### src/rtl/tts_pkg.sv
// ----------------------------------------------------------------------------
// tts_pkg
// Shared types and constants of the tilt-to-servo-angle core.
// ----------------------------------------------------------------------------
package tts_pkg;

  localparam int unsigned CordicSteps    = 16;
  localparam int unsigned AngleFracScale = 100;
  localparam int unsigned AtanTabLen     = 24;
  localparam int unsigned CfgIdxW        = 3;
  localparam int unsigned CfgDataW       = 16;
  localparam int unsigned InDataW        = 56;
  localparam int unsigned OutDataW       = 48;

  localparam logic [CfgIdxW-1:0] RegFilterWeight = 3'd0;
  localparam logic [CfgIdxW-1:0] RegDeadband     = 3'd1;
  localparam logic [CfgIdxW-1:0] RegFaultLimit   = 3'd2;
  localparam logic [CfgIdxW-1:0] RegPulseMin     = 3'd3;
  localparam logic [CfgIdxW-1:0] RegPulseSpan    = 3'd4;

  // atan(2^-i) in degrees * 65536
  function automatic logic [21:0] atan_lut(input logic [4:0] i);
    logic [21:0] v;
    case (i)
      5'd0:  v = 22'd2949120;
      5'd1:  v = 22'd1740967;
      5'd2:  v = 22'd919879;
      5'd3:  v = 22'd466945;
      5'd4:  v = 22'd234379;
      5'd5:  v = 22'd117304;
      5'd6:  v = 22'd58666;
      5'd7:  v = 22'd29335;
      5'd8:  v = 22'd14668;
      5'd9:  v = 22'd7334;
      5'd10: v = 22'd3667;
      5'd11: v = 22'd1833;
      5'd12: v = 22'd917;
      5'd13: v = 22'd458;
      5'd14: v = 22'd229;
      5'd15: v = 22'd115;
      5'd16: v = 22'd57;
      5'd17: v = 22'd29;
      5'd18: v = 22'd14;
      5'd19: v = 22'd7;
      5'd20: v = 22'd4;
      5'd21: v = 22'd2;
      5'd22: v = 22'd1;
      default: v = 22'd0;
    endcase
    return v;
  endfunction

  // classified sample handed from front to back
  typedef struct packed {
    logic               fault;
    logic               sreset;
    logic               mode;
    logic               remote_valid;
    logic [7:0]         remote_angle;
    logic signed [15:0] ax;
    logic signed [15:0] ay;
    logic signed [15:0] az;
  } item_t;

  typedef struct packed {
    logic [8:0]  filter_weight;
    logic [9:0]  deadband;
    logic [3:0]  fault_limit;
    logic [11:0] pulse_min;
    logic [11:0] pulse_span;
  } cfg_t;

endpackage

### src/rtl/tts_front.sv
// ----------------------------------------------------------------------------
// tts_front
// Accepts samples, flags bus faults, tracks fault count and mode.
// ----------------------------------------------------------------------------
module tts_front (
  input  logic                          clk_i,
  input  logic                          rst_ni,
  input  logic                          in_valid_i,
  output logic                          in_ready_o,
  input  logic [tts_pkg::InDataW-1:0]   in_data_i,
  input  logic [1:0]                    in_user_i,
  input  logic [3:0]                    fault_limit_i,
  output logic                          q_valid_o,
  input  logic                          q_ready_i,
  output tts_pkg::item_t                q_item_o
);

  logic       mode_q, mode_d;
  logic [3:0] cnt_q, cnt_d;
  logic       bad, sreset, mode_new;
  logic [4:0] n;
  logic [15:0] rx, ry, rz;

  assign in_ready_o = q_ready_i;
  assign q_valid_o  = in_valid_i;

  assign rx = in_data_i[15:0];
  assign ry = in_data_i[31:16];
  assign rz = in_data_i[47:32];

  always_comb begin
    bad      = ((rx == 16'h0) && (ry == 16'h0) && (rz == 16'h0)) ||
               ((rx == 16'hFFFF) && (ry == 16'hFFFF) && (rz == 16'hFFFF));
    mode_new = mode_q ^ in_user_i[0];
    n        = {1'b0, cnt_q} + 5'd1;
    sreset   = bad && (n > {1'b0, fault_limit_i});
    if (!bad || sreset) begin
      cnt_d = 4'd0;
    end else begin
      cnt_d = n[3:0];
    end
    mode_d = mode_new;
    q_item_o.fault        = bad;
    q_item_o.sreset       = sreset;
    q_item_o.mode         = mode_new;
    q_item_o.remote_valid = in_user_i[1];
    q_item_o.remote_angle = in_data_i[55:48];
    q_item_o.ax           = rx;
    q_item_o.ay           = ry;
    q_item_o.az           = rz;
  end

  always_ff @(posedge clk_i or negedge rst_ni) begin
    if (!rst_ni) begin
      mode_q <= 1'b0;
      cnt_q  <= 4'd0;
    end else if (in_valid_i && q_ready_i) begin
      mode_q <= mode_d;
      cnt_q  <= cnt_d;
    end
  end

endmodule

### src/rtl/tts_queue.sv
// ----------------------------------------------------------------------------
// tts_queue
// Two-entry queue of classified samples between front and back.
// ----------------------------------------------------------------------------
module tts_queue (
  input  logic           clk_i,
  input  logic           rst_ni,
  input  logic           wr_valid_i,
  output logic           wr_ready_o,
  input  tts_pkg::item_t wr_item_i,
  output logic           rd_valid_o,
  input  logic           rd_ready_i,
  output tts_pkg::item_t rd_item_o
);

  tts_pkg::item_t mem_q [2];
  logic       wp_q, rp_q;
  logic [1:0] cnt_q;
  logic       wr, rd;

  assign wr_ready_o = (cnt_q != 2'd2);
  assign rd_valid_o = (cnt_q != 2'd0);
  assign rd_item_o  = mem_q[rp_q];
  assign wr = wr_valid_i && wr_ready_o;
  assign rd = rd_valid_o && rd_ready_i;

  always_ff @(posedge clk_i) begin
    if (wr) begin
      mem_q[wp_q] <= wr_item_i;
    end
  end

  always_ff @(posedge clk_i or negedge rst_ni) begin
    if (!rst_ni) begin
      wp_q  <= 1'b0;
      rp_q  <= 1'b0;
      cnt_q <= 2'd0;
    end else begin
      if (wr) wp_q <= ~wp_q;
      if (rd) rp_q <= ~rp_q;
      cnt_q <= cnt_q + {1'b0, wr} - {1'b0, rd};
    end
  end

endmodule

### src/rtl/tts_back.sv
// ----------------------------------------------------------------------------
// tts_back
// Square root, CORDIC vectoring, low-pass, target select, deadband, pulse.
// ----------------------------------------------------------------------------
module tts_back #(
  parameter int unsigned CORDIC_STEPS     = tts_pkg::CordicSteps,
  parameter int unsigned ANGLE_FRAC_SCALE = tts_pkg::AngleFracScale
) (
  input  logic                         clk_i,
  input  logic                         rst_ni,
  input  logic                         q_valid_i,
  output logic                         q_ready_o,
  input  tts_pkg::item_t               q_item_i,
  input  tts_pkg::cfg_t                cfg_i,
  output logic                         out_valid_o,
  input  logic                         out_ready_i,
  output logic [tts_pkg::OutDataW-1:0] out_data_o
);

  localparam int unsigned Full  = 180 * ANGLE_FRAC_SCALE;
  localparam int unsigned Lim   = 90 * ANGLE_FRAC_SCALE;
  localparam int unsigned AW    = $clog2(Full + 1) + 1;  // signed angle width
  localparam int unsigned SW    = AW + 1;
  localparam int unsigned StepW = 5;
  // divide by Full as a multiply by a rounded-up reciprocal; exact while the
  // product of target and span stays below Full * 4096
  localparam int unsigned DivShift = 2 * $clog2(Full) + 12;
  localparam logic [63:0] DivRecip =
    ((64'd1 << DivShift) + 64'(Full) - 64'd1) / 64'(Full);

  typedef enum logic [2:0] {
    S_IDLE, S_SQRT, S_CORDIC, S_SCALE, S_FILT, S_TGT, S_PULSE, S_OUT
  } state_e;

  state_e state_q;
  tts_pkg::item_t it_q;
  logic [33:0] rem_q;
  logic [16:0] root_q;
  logic [4:0]  sq_i_q;
  logic signed [27:0] xc_q, yc_q;
  logic signed [31:0] z_q;
  logic [StepW-1:0] ci_q;
  logic signed [SW-1:0] smooth_q, pitch_q;
  logic [7:0] remote_q;
  logic [AW-1:0] last_q, tgt_q;
  logic has_sent_q, upd_q, busy_tag_q;
  logic [31:0] prod_q;
  logic [12:0] pulse_q;

  // per-step signals
  logic [33:0] sq_sum;
  logic signed [27:0] dx, dy;
  logic signed [31:0] zsc_full;
  logic signed [47:0] zmul;
  logic signed [SW-1:0] u_clamp;
  logic signed [47:0] u_raw;
  logic [8:0]  w;
  logic signed [SW+10:0] facc;
  logic signed [SW+1:0] tsum;
  logic [AW-1:0] tgt_new;
  logic [AW:0]   diff;
  logic [7:0]    ra;
  logic [63:0]   qmul;

  assign q_ready_o = (state_q == S_IDLE);
  assign out_valid_o = (state_q == S_OUT);

  always_comb begin
    sq_sum  = 34'(unsigned'(32'(it_q.ay * it_q.ay))) + 34'(unsigned'(32'(it_q.az * it_q.az)));
    dx = yc_q >>> ci_q;
    dy = xc_q >>> ci_q;
    zmul = 48'(z_q) * 48'(signed'(ANGLE_FRAC_SCALE)) + 48'sd32768;
    u_raw = zmul >>> 16;
    zsc_full = 32'(u_raw);
    if (u_raw > 48'(signed'(Lim))) u_clamp = SW'(signed'(Lim));
    else if (u_raw < -48'(signed'(Lim))) u_clamp = -SW'(signed'(Lim));
    else u_clamp = SW'(zsc_full);
    w = (cfg_i.filter_weight > 9'd256) ? 9'd256 : cfg_i.filter_weight;
    facc = (SW+11)'(signed'({1'b0, w})) * (SW+11)'(pitch_q)
         + (SW+11)'(signed'(10'd256 - {1'b0, w})) * (SW+11)'(smooth_q)
         + (SW+11)'(128);
    ra = (it_q.remote_angle > 8'd180) ? 8'd180 : it_q.remote_angle;
    tsum = (SW+2)'(smooth_q) + (SW+2)'(signed'(Lim));
    if (!it_q.mode) begin
      tgt_new = AW'(remote_q * ANGLE_FRAC_SCALE);
    end else if (tsum < 0) begin
      tgt_new = '0;
    end else if (tsum > (SW+2)'(signed'(Full))) begin
      tgt_new = AW'(Full);
    end else begin
      tgt_new = AW'(tsum);
    end
    diff = (tgt_q >= last_q) ? {1'b0, tgt_q - last_q} : {1'b0, last_q - tgt_q};
    qmul = 64'(prod_q) * DivRecip;
  end

  always_ff @(posedge clk_i or negedge rst_ni) begin
    if (!rst_ni) begin
      state_q    <= S_IDLE;
      smooth_q   <= '0;
      remote_q   <= '0;
      last_q     <= '0;
      has_sent_q <= 1'b0;
      upd_q      <= 1'b0;
      busy_tag_q <= 1'b0;
      ci_q       <= '0;
    end else begin
      case (state_q)
        S_IDLE: begin
          if (q_valid_i) begin
            it_q    <= q_item_i;
            sq_i_q  <= 5'd0;
            root_q  <= '0;
            rem_q   <= '0;
            pitch_q <= '0;
            state_q <= q_item_i.fault ? S_TGT : S_SQRT;
          end
        end
        S_SQRT: begin
          // one root bit per cycle: bring down two bits of the square
          begin : sqrt_step
            logic [35:0] r2;
            logic [35:0] t2;
            r2 = {rem_q, 2'b00} | 36'(sq_sum[33 - 2*sq_i_q -: 2]);
            t2 = {17'd0, root_q, 2'b01};
            if (r2 >= t2) begin
              rem_q  <= 34'(r2 - t2);
              root_q <= {root_q[15:0], 1'b1};
            end else begin
              rem_q  <= 34'(r2);
              root_q <= {root_q[15:0], 1'b0};
            end
          end
          if (sq_i_q == 5'd16) begin
            state_q <= S_CORDIC;
          end
          sq_i_q <= sq_i_q + 5'd1;
        end
        S_CORDIC: begin
          if (ci_q == '0 && !busy_tag_q) begin
            xc_q <= 28'(root_q) <<< 8;
            yc_q <= -(28'(it_q.ax) <<< 8);
            z_q  <= '0;
            busy_tag_q <= 1'b1;
          end else begin
            if (yc_q >= 0) begin
              xc_q <= xc_q + dx; yc_q <= yc_q - dy;
              z_q  <= z_q + 32'(tts_pkg::atan_lut(ci_q));
            end else begin
              xc_q <= xc_q - dx; yc_q <= yc_q + dy;
              z_q  <= z_q - 32'(tts_pkg::atan_lut(ci_q));
            end
            if (32'(ci_q) == CORDIC_STEPS - 1) begin
              ci_q <= '0;
              busy_tag_q <= 1'b0;
              state_q <= S_SCALE;
            end else begin
              ci_q <= ci_q + 1'b1;
            end
          end
        end
        S_SCALE: begin
          pitch_q <= u_clamp;
          state_q <= S_FILT;
        end
        S_FILT: begin
          smooth_q <= SW'(facc >>> 8);
          state_q  <= S_TGT;
        end
        S_TGT: begin
          if (it_q.remote_valid) remote_q <= ra;
          it_q.remote_valid <= 1'b0;
          state_q <= S_PULSE;
          if (!it_q.remote_valid) begin
            tgt_q <= tgt_new;
            prod_q <= 32'(tgt_new) * 32'(cfg_i.pulse_span);
          end else begin
            state_q <= S_TGT;
          end
        end
        S_PULSE: begin
          pulse_q <= 13'(cfg_i.pulse_min) + 13'(qmul >> DivShift);
          if (!has_sent_q || diff > (AW+1)'(cfg_i.deadband)) begin
            upd_q      <= 1'b1;
            last_q     <= tgt_q;
            has_sent_q <= 1'b1;
          end else begin
            upd_q <= 1'b0;
          end
          state_q <= S_OUT;
        end
        S_OUT: begin
          if (out_ready_i) state_q <= S_IDLE;
        end
        default: state_q <= S_IDLE;
      endcase
    end
  end

  assign out_data_o = {1'b0, it_q.mode, it_q.sreset, it_q.fault,
                       15'(smooth_q), pulse_q, 15'(tgt_q), upd_q};

endmodule

### src/rtl/tilt_to_servo_angle_core.sv
// ----------------------------------------------------------------------------
// tilt_to_servo_angle_core
// Accelerometer tilt to servo angle with low-pass and deadband.
// ----------------------------------------------------------------------------
// Usage: samples enter on s_axis (tdata = x, y, z, remote angle from bit 0;
// tuser = mode toggle, remote valid). Each sample gives one result on m_axis.
// A front stage checks for bus faults and tracks mode and fault count, then
// passes the sample through a two-entry queue to the back end, which takes a
// bit-serial square root, a CORDIC vectoring pass and the filter, target and
// pulse math. A sample that carries a remote angle first latches that angle
// in the target step and then repeats the step; a faulted one skips the
// square root, CORDIC and filter steps.
// One item is in the back end at a time; the front keeps accepting while the
// queue has room, and the back end takes the next request the cycle after a
// result leaves.
// The result register holds while m_axis_tready is low, stalling the back end.
// Reset clears mode, counts, filter state and loads default registers.
// Configuration writes go on cfg_valid_i / cfg_index_i / cfg_data_i.
// ----------------------------------------------------------------------------
module tilt_to_servo_angle_core #(
  parameter int unsigned CORDIC_STEPS     = tts_pkg::CordicSteps,
  parameter int unsigned ANGLE_FRAC_SCALE = tts_pkg::AngleFracScale
) (
  input  logic                          clk_i,
  input  logic                          rst_ni,
  input  logic                          s_axis_tvalid,
  output logic                          s_axis_tready,
  // accel_x[15:0], accel_y[31:16], accel_z[47:32], remote_angle[55:48]
  input  logic [tts_pkg::InDataW-1:0]   s_axis_tdata,
  // mode_toggle[0], remote_valid[1]
  input  logic [1:0]                    s_axis_tuser,
  output logic                          m_axis_tvalid,
  input  logic                          m_axis_tready,
  // servo_update[0], servo_angle_centi[15:1], pulse_width_us[28:16],
  // pitch_centi[43:29], sample_fault[44], sensor_reset[45], tilt_mode[46]
  output logic [tts_pkg::OutDataW-1:0]  m_axis_tdata,
  input  logic                          cfg_valid_i,
  output logic                          cfg_ready_o,
  input  logic [tts_pkg::CfgIdxW-1:0]   cfg_index_i,
  input  logic [tts_pkg::CfgDataW-1:0]  cfg_data_i
);

  tts_pkg::cfg_t  cfg_q;
  tts_pkg::item_t f_item, b_item;
  logic f_valid, f_ready, b_valid, b_ready;

  assign cfg_ready_o = 1'b1;

  always_ff @(posedge clk_i or negedge rst_ni) begin
    if (!rst_ni) begin
      cfg_q.filter_weight <= 9'd102;
      cfg_q.deadband      <= 10'd30;
      cfg_q.fault_limit   <= 4'd5;
      cfg_q.pulse_min     <= 12'd500;
      cfg_q.pulse_span    <= 12'd2000;
    end else if (cfg_valid_i) begin
      case (cfg_index_i)
        tts_pkg::RegFilterWeight: cfg_q.filter_weight <= cfg_data_i[8:0];
        tts_pkg::RegDeadband:     cfg_q.deadband      <= cfg_data_i[9:0];
        tts_pkg::RegFaultLimit:   cfg_q.fault_limit   <= cfg_data_i[3:0];
        tts_pkg::RegPulseMin:     cfg_q.pulse_min     <= cfg_data_i[11:0];
        tts_pkg::RegPulseSpan:    cfg_q.pulse_span    <= cfg_data_i[11:0];
        default: ;
      endcase
    end
  end

  tts_front u_front (
    .clk_i, .rst_ni,
    .in_valid_i(s_axis_tvalid), .in_ready_o(s_axis_tready),
    .in_data_i(s_axis_tdata), .in_user_i(s_axis_tuser),
    .fault_limit_i(cfg_q.fault_limit),
    .q_valid_o(f_valid), .q_ready_i(f_ready), .q_item_o(f_item)
  );

  tts_queue u_queue (
    .clk_i, .rst_ni,
    .wr_valid_i(f_valid), .wr_ready_o(f_ready), .wr_item_i(f_item),
    .rd_valid_o(b_valid), .rd_ready_i(b_ready), .rd_item_o(b_item)
  );

  tts_back #(.CORDIC_STEPS(CORDIC_STEPS), .ANGLE_FRAC_SCALE(ANGLE_FRAC_SCALE)) u_back (
    .clk_i, .rst_ni,
    .q_valid_i(b_valid), .q_ready_o(b_ready), .q_item_i(b_item),
    .cfg_i(cfg_q),
    .out_valid_o(m_axis_tvalid), .out_ready_i(m_axis_tready), .out_data_o(m_axis_tdata)
  );

endmodule

### config.mk
export PLATFORM = sky130hd
export DESIGN_NAME = tilt_to_servo_angle_core
export DESIGN_NICKNAME = d
export VERILOG_FILES = /design/src/rtl/tts_pkg.sv /design/src/rtl/tts_front.sv /design/src/rtl/tts_queue.sv /design/src/rtl/tts_back.sv /design/src/rtl/tilt_to_servo_angle_core.sv
export SDC_FILE = /design/constraint.sdc
export NUM_CORES = 2
export LEC_CHECK = 0
export BUFFER_PORTS_ARGS = -buffer_cell sky130_fd_sc_hd__buf_2
export CORE_ASPECT_RATIO = 1.2
export CORE_UTILIZATION = 50
export CTS_CLUSTER_DIAMETER = 60
export CTS_CLUSTER_SIZE = 12
export DETAILED_ROUTE_END_ITERATION = 6
export PLACE_DENSITY = 0.73
export SYNTH_ARGS = -nofsm -noshare
export SYNTH_HDL_FRONTEND = slang
export SYNTH_SLANG_ARGS = --single-unit
### constraint.sdc
create_clock -name clk_i -period 12.75 [get_ports clk_i]
set_input_delay 1.275 -clock clk_i [delete_from_list [all_inputs] [get_ports clk_i]]
set_output_delay 1.275 -clock clk_i [all_outputs]
set_load 0.1 [all_outputs]
==> results by group <==
Setup path
  – Kind of capture point of the worst setup path: flop
  – Worst Path Class, Setup: reg -> reg
  – CP max-delay cell: sky130_fd_sc_hd__fa_1
  – Arrival time worst endpoint: 12.65 ns
  – Critical path destination: u_back.rem_q[6]$_SDFFCE_PN0P_
  – Longest individual stage delay on the worst path: around 0.59 ns
  – Critical register-to-register path startpoint: u_back.it_q[1]$_DFFE_PP_
  – Most common cell type on the critical path: sky130_fd_sc_hd__fa_1
  – Endpoint required time on the critical path: roughly 13 ns
  – Worst Setup Start Kind: flop
  – Crit path max fanout: 18
  – Crit path launch: u_back.it_q[1]$_DFFE_PP_
  – Reg-to-reg setup timing slack: a little over 0.6 ns
  – Length in cells of the worst reg-to-reg path: 48
  – Endpoint of the worst register-to-register path: u_back.rem_q[6]$_SDFFCE_PN0P_

Clock tree
  – Clock buffer depth: 3
  – Clock slew at the register clock pins of the worst setup and hold paths: roughly 0.050 ns
  – Clock Tree Root: sky130_fd_sc_hd__clkbuf_16
  – Clock latency on the worst-skew pair: approximately 0.7 ns
  – Clock tree from TritonCTS: yes
  – Depth of the CTS H-tree: 3
  – TritonCTS Buffers: 70
  – Number of clock sinks: between 500 and 600

Placed design
  – Count of input and output buffers: about 130
  – Instance count after placement with tap cells included: ~11000
  – Hpwl dp: around 160 mm
  – Setup Slack @ Placement: 0.359 ns
  – Weighted congestion reported at the end of routability-driven placement: 0.923

Global route
  – Number of antenna violations at the first check in global routing: 21
  – Final global-route overflow total: 0
  – Maximum number of pins on one net before global-route repair: 71
  – Global-route wire length before repair: 322 mm
  – Overall global routing resource usage: between 20 and 25%
  – Vias in the first global route: between 60000 and 70000

Finish
  – Layout cell share with drive strength beyond 1: just under 8%
  – Final #Nets: roughly 11000
  – Final Instance Count excl. Fillers: around 11000
  – Synthesis-to-layout area growth: 6.70%

Floorplan
  – Overall die height: roughly 450 um
  – Initial Util: approximately 50%
  – Die Footprint: about 0.17 sq mm
  – Std-Cell Core Area: approximately 0.16 sq mm
  – Die Span X: around 370 um
  – Number of top-level pins: between 100 and 150
  – Standard-cell row count: between 150 and 200

Route
  – Number of antenna-violating nets in the routed design: 0
  – Vias/cell: approximately 5.5
  – Number of violations reported at the end of detailed-routing iteration 0: ~3500
  – Total number of vias: 59700
  – 1st-pass router iterations: 7
  – Drt total wl: a little under 200 mm
  – Drt wl/cell: approximately 18 um
  – DRC: 1

Status
  – Outcome: finished with violations
  – Failing checks: DRC

Synth
  – Synthesized netlist cell count: 8594
  – Number of synthesized flops with an enable pin: 398
  – Mean instance size in the synthesized netlist: around 9.5 sq um
  – Sequential area share after synthesis: 17.9%
  – Unique masters post-synth: around 100
  – Top_reg_cell synth: sky130_fd_sc_hd__edfxtp_1
  – YS warnings: 0
  – Number of flip-flops and latches in the synthesized netlist: slightly above 500
  – Syn Std Cell Area: 0.0820 sq mm
  – Fraction of registers with async set/reset: 21.3%

Worst hold path
  – Min-delay worst type: reg -> reg

STA
  – Portion of the clock cycle consumed by the worst path in the final layout: 95.2%
  – Slew at the pin closest to its max-slew limit: ~1.2 ns
  – Worst slew margin relative to its limit: a little over a fifth
  – Post-Route Skew: 0.0514 ns
  – Final setup fails: 0
  – Final WS setup: roughly 0.61 ns
  – Endpoints failing hold: 0
  – Fin crit period: around 12 ns
  – Final number of max-transition violations: 0
  – Highest achievable clock rate: about 0.082 GHz

Flow run
  – Count of max-cap constraint violations: 0
[worst min-delay path by stage]
stage / depth (start not counted) / to / slack (ns) / start
2_1_floorplan: 1 / u_back.has_sent_q$_DFFE_PN0P_ / 0.44 / u_back.has_sent_q$_DFFE_PN0P_
3_3_place_gp: 1 / u_back.has_sent_q$_DFFE_PN0P_ / 0.45 / u_back.has_sent_q$_DFFE_PN0P_
3_5_place_dp: 1 / u_back.has_sent_q$_DFFE_PN0P_ / 0.46 / u_back.has_sent_q$_DFFE_PN0P_
4_1_cts: 1 / u_back.has_sent_q$_DFFE_PN0P_ / 0.48 / u_back.has_sent_q$_DFFE_PN0P_
5_1_grt: 1 / u_back.has_sent_q$_DFFE_PN0P_ / 0.51 / u_back.has_sent_q$_DFFE_PN0P_
6_report: 1 / u_back.has_sent_q$_DFFE_PN0P_ / 0.49 / u_back.has_sent_q$_DFFE_PN0P_
[final cells by class]
type | instances | area [sq um]
multi-input combinational | 6085 | 59800
inverter | 1714 | 6440
timing repair buffer | 247 | 1570
clock inverter | 43 | 543
antenna | 9 | 22.5
sequential | 506 | 14700
fill | 14300 | 75000
clock buffer | 77 | 1800
tap | 2132 | 2670
[worst max-delay path, delay by kind of cell (launching register included)]
family / cells / cell delay, ns
AOI/OAI and AO/OA: 22 / 4.39
buffers and inverters: 6 / 0.80
adders and majority gates: 9 / 4.10
DFF: 1 / 0.39
xor gates and xnor gates: 2 / 0.20
and+or+nand+nor: 9 / 2.06
[what timing repair did]
action / 4_1_cts / 5_1_grt
buffers inserted: 0 / 24
gates resized for setup: 0 / 17
hold buffers: 0 / 0
setup endpoints to repair: 0 / 35
[cells in the mapped netlist (all sizes together), types with 52 or more instances]
master  count  share of area [%]
a21o      102               0.94
a21oi     348                2.2
and2      334                2.6
buf        95               0.68
clkbuf    223                1.0
dfrtp      86                2.6
edfxtp    398                 15
fa       1166                 28
ha        908                 14
inv      1712                7.8
mux2      110                1.5
mux2i      67               0.84
mux4       60                1.6
nand2     807                3.7
nand2b     57               0.43
nand3     103               0.63
nor2      403                1.9
nor2b      55               0.42
nor3      101               0.64
o21ai     294                1.8
or3        52               0.40
xnor2     281                3.0
xor2      150                1.6
[metrics by stage]
stage	util (%)	cell area [sq um]	hold slack [ns]	setup TNS (ns)
finish	53.8	87500	0.490	0
global route	53.8	87500	0.507	-0.0219
CTS	53.7	87200	0.485	0
detailed placement	52.2	84900	0.463	0
global placement	52.2	84900	0.452	0
floorplan	-	82100	0.440	0
[layer usage]
layer  track usage (%)  routed length [um]  vias to the layer above
met5                 0                 123                        -
met3              3.26               10200                      473
met2              43.9              101000                     1658
met4              10.2                8710                       18
met1              28.9               76100                    29700
li1                  -                   -                    27800
[flip-flops by register name, indices dropped and copies added, names as in the netlist, 3 cells and up]
register	cells
u_back.state_q	3
u_back.sq_i_q	5
u_back.smooth_q	17
u_queue.mem_q	120
u_back.it_q	57
u_back.tgt_q	16
u_back.root_q	17
cfg_q	47
u_back.remote_q	8
u_back.pitch_q	17
u_back.prod_q	28
u_back.last_q	16
u_back.pulse_q	13
u_back.out_data_o	3
u_front.cnt_q	4
u_back.yc_q	28
u_back.z_q	32
u_back.rem_q	34
u_back.xc_q	28
u_back.ci_q	5
[cells by family (layout without fill, tap and decap cells)]
group,count (synthesis),after routing,synth area share [%]
xor+xnor,431,431,4.60
simple gates,2146,2146,12.6
flops,506,506,17.9
fa+ha+maj,2074,2074,42.3
compound gates,1166,1166,9.01
buf+inv,2032,2081,9.54
mux,237,237,4.00
other cells,2,40,0.00915
[cell usage in the layout, fill, tap and decap left out, drive strengths merged, types with 14 or more instances in the layout]
cell    Yosys  layout
a211oi     46      46
a21boi     21      21
a21o      102     102
a21oi     348     348
a31oi      47      47
and2      334     334
and3       46      46
buf        95     247
clkbuf    223      77
clkinv      2      18
conb        2      31
dfrtp      86      86
dfstp      22      22
edfxtp    398     398
fa       1166    1166
ha        908     908
inv      1712    1731
mux2      110     110
mux2i      67      67
mux4       60      60
nand2     807     807
nand2b     57      57
nand3     103     103
nand4      47      47
nor2      403     403
nor2b      55      55
nor3      101     101
nor3b      14      14
nor4       48      48
o211ai     29      29
o21a       47      47
o21ai     294     294
o21bai     38      38
o22ai      23      23
o31ai      25      25
or2        34      34
or3        52      52
xnor2     281     281
xor2      150     150
Power is not shown: default switching activity piles up to over one toggle a cycle in this logic, so the estimate is an artifact.
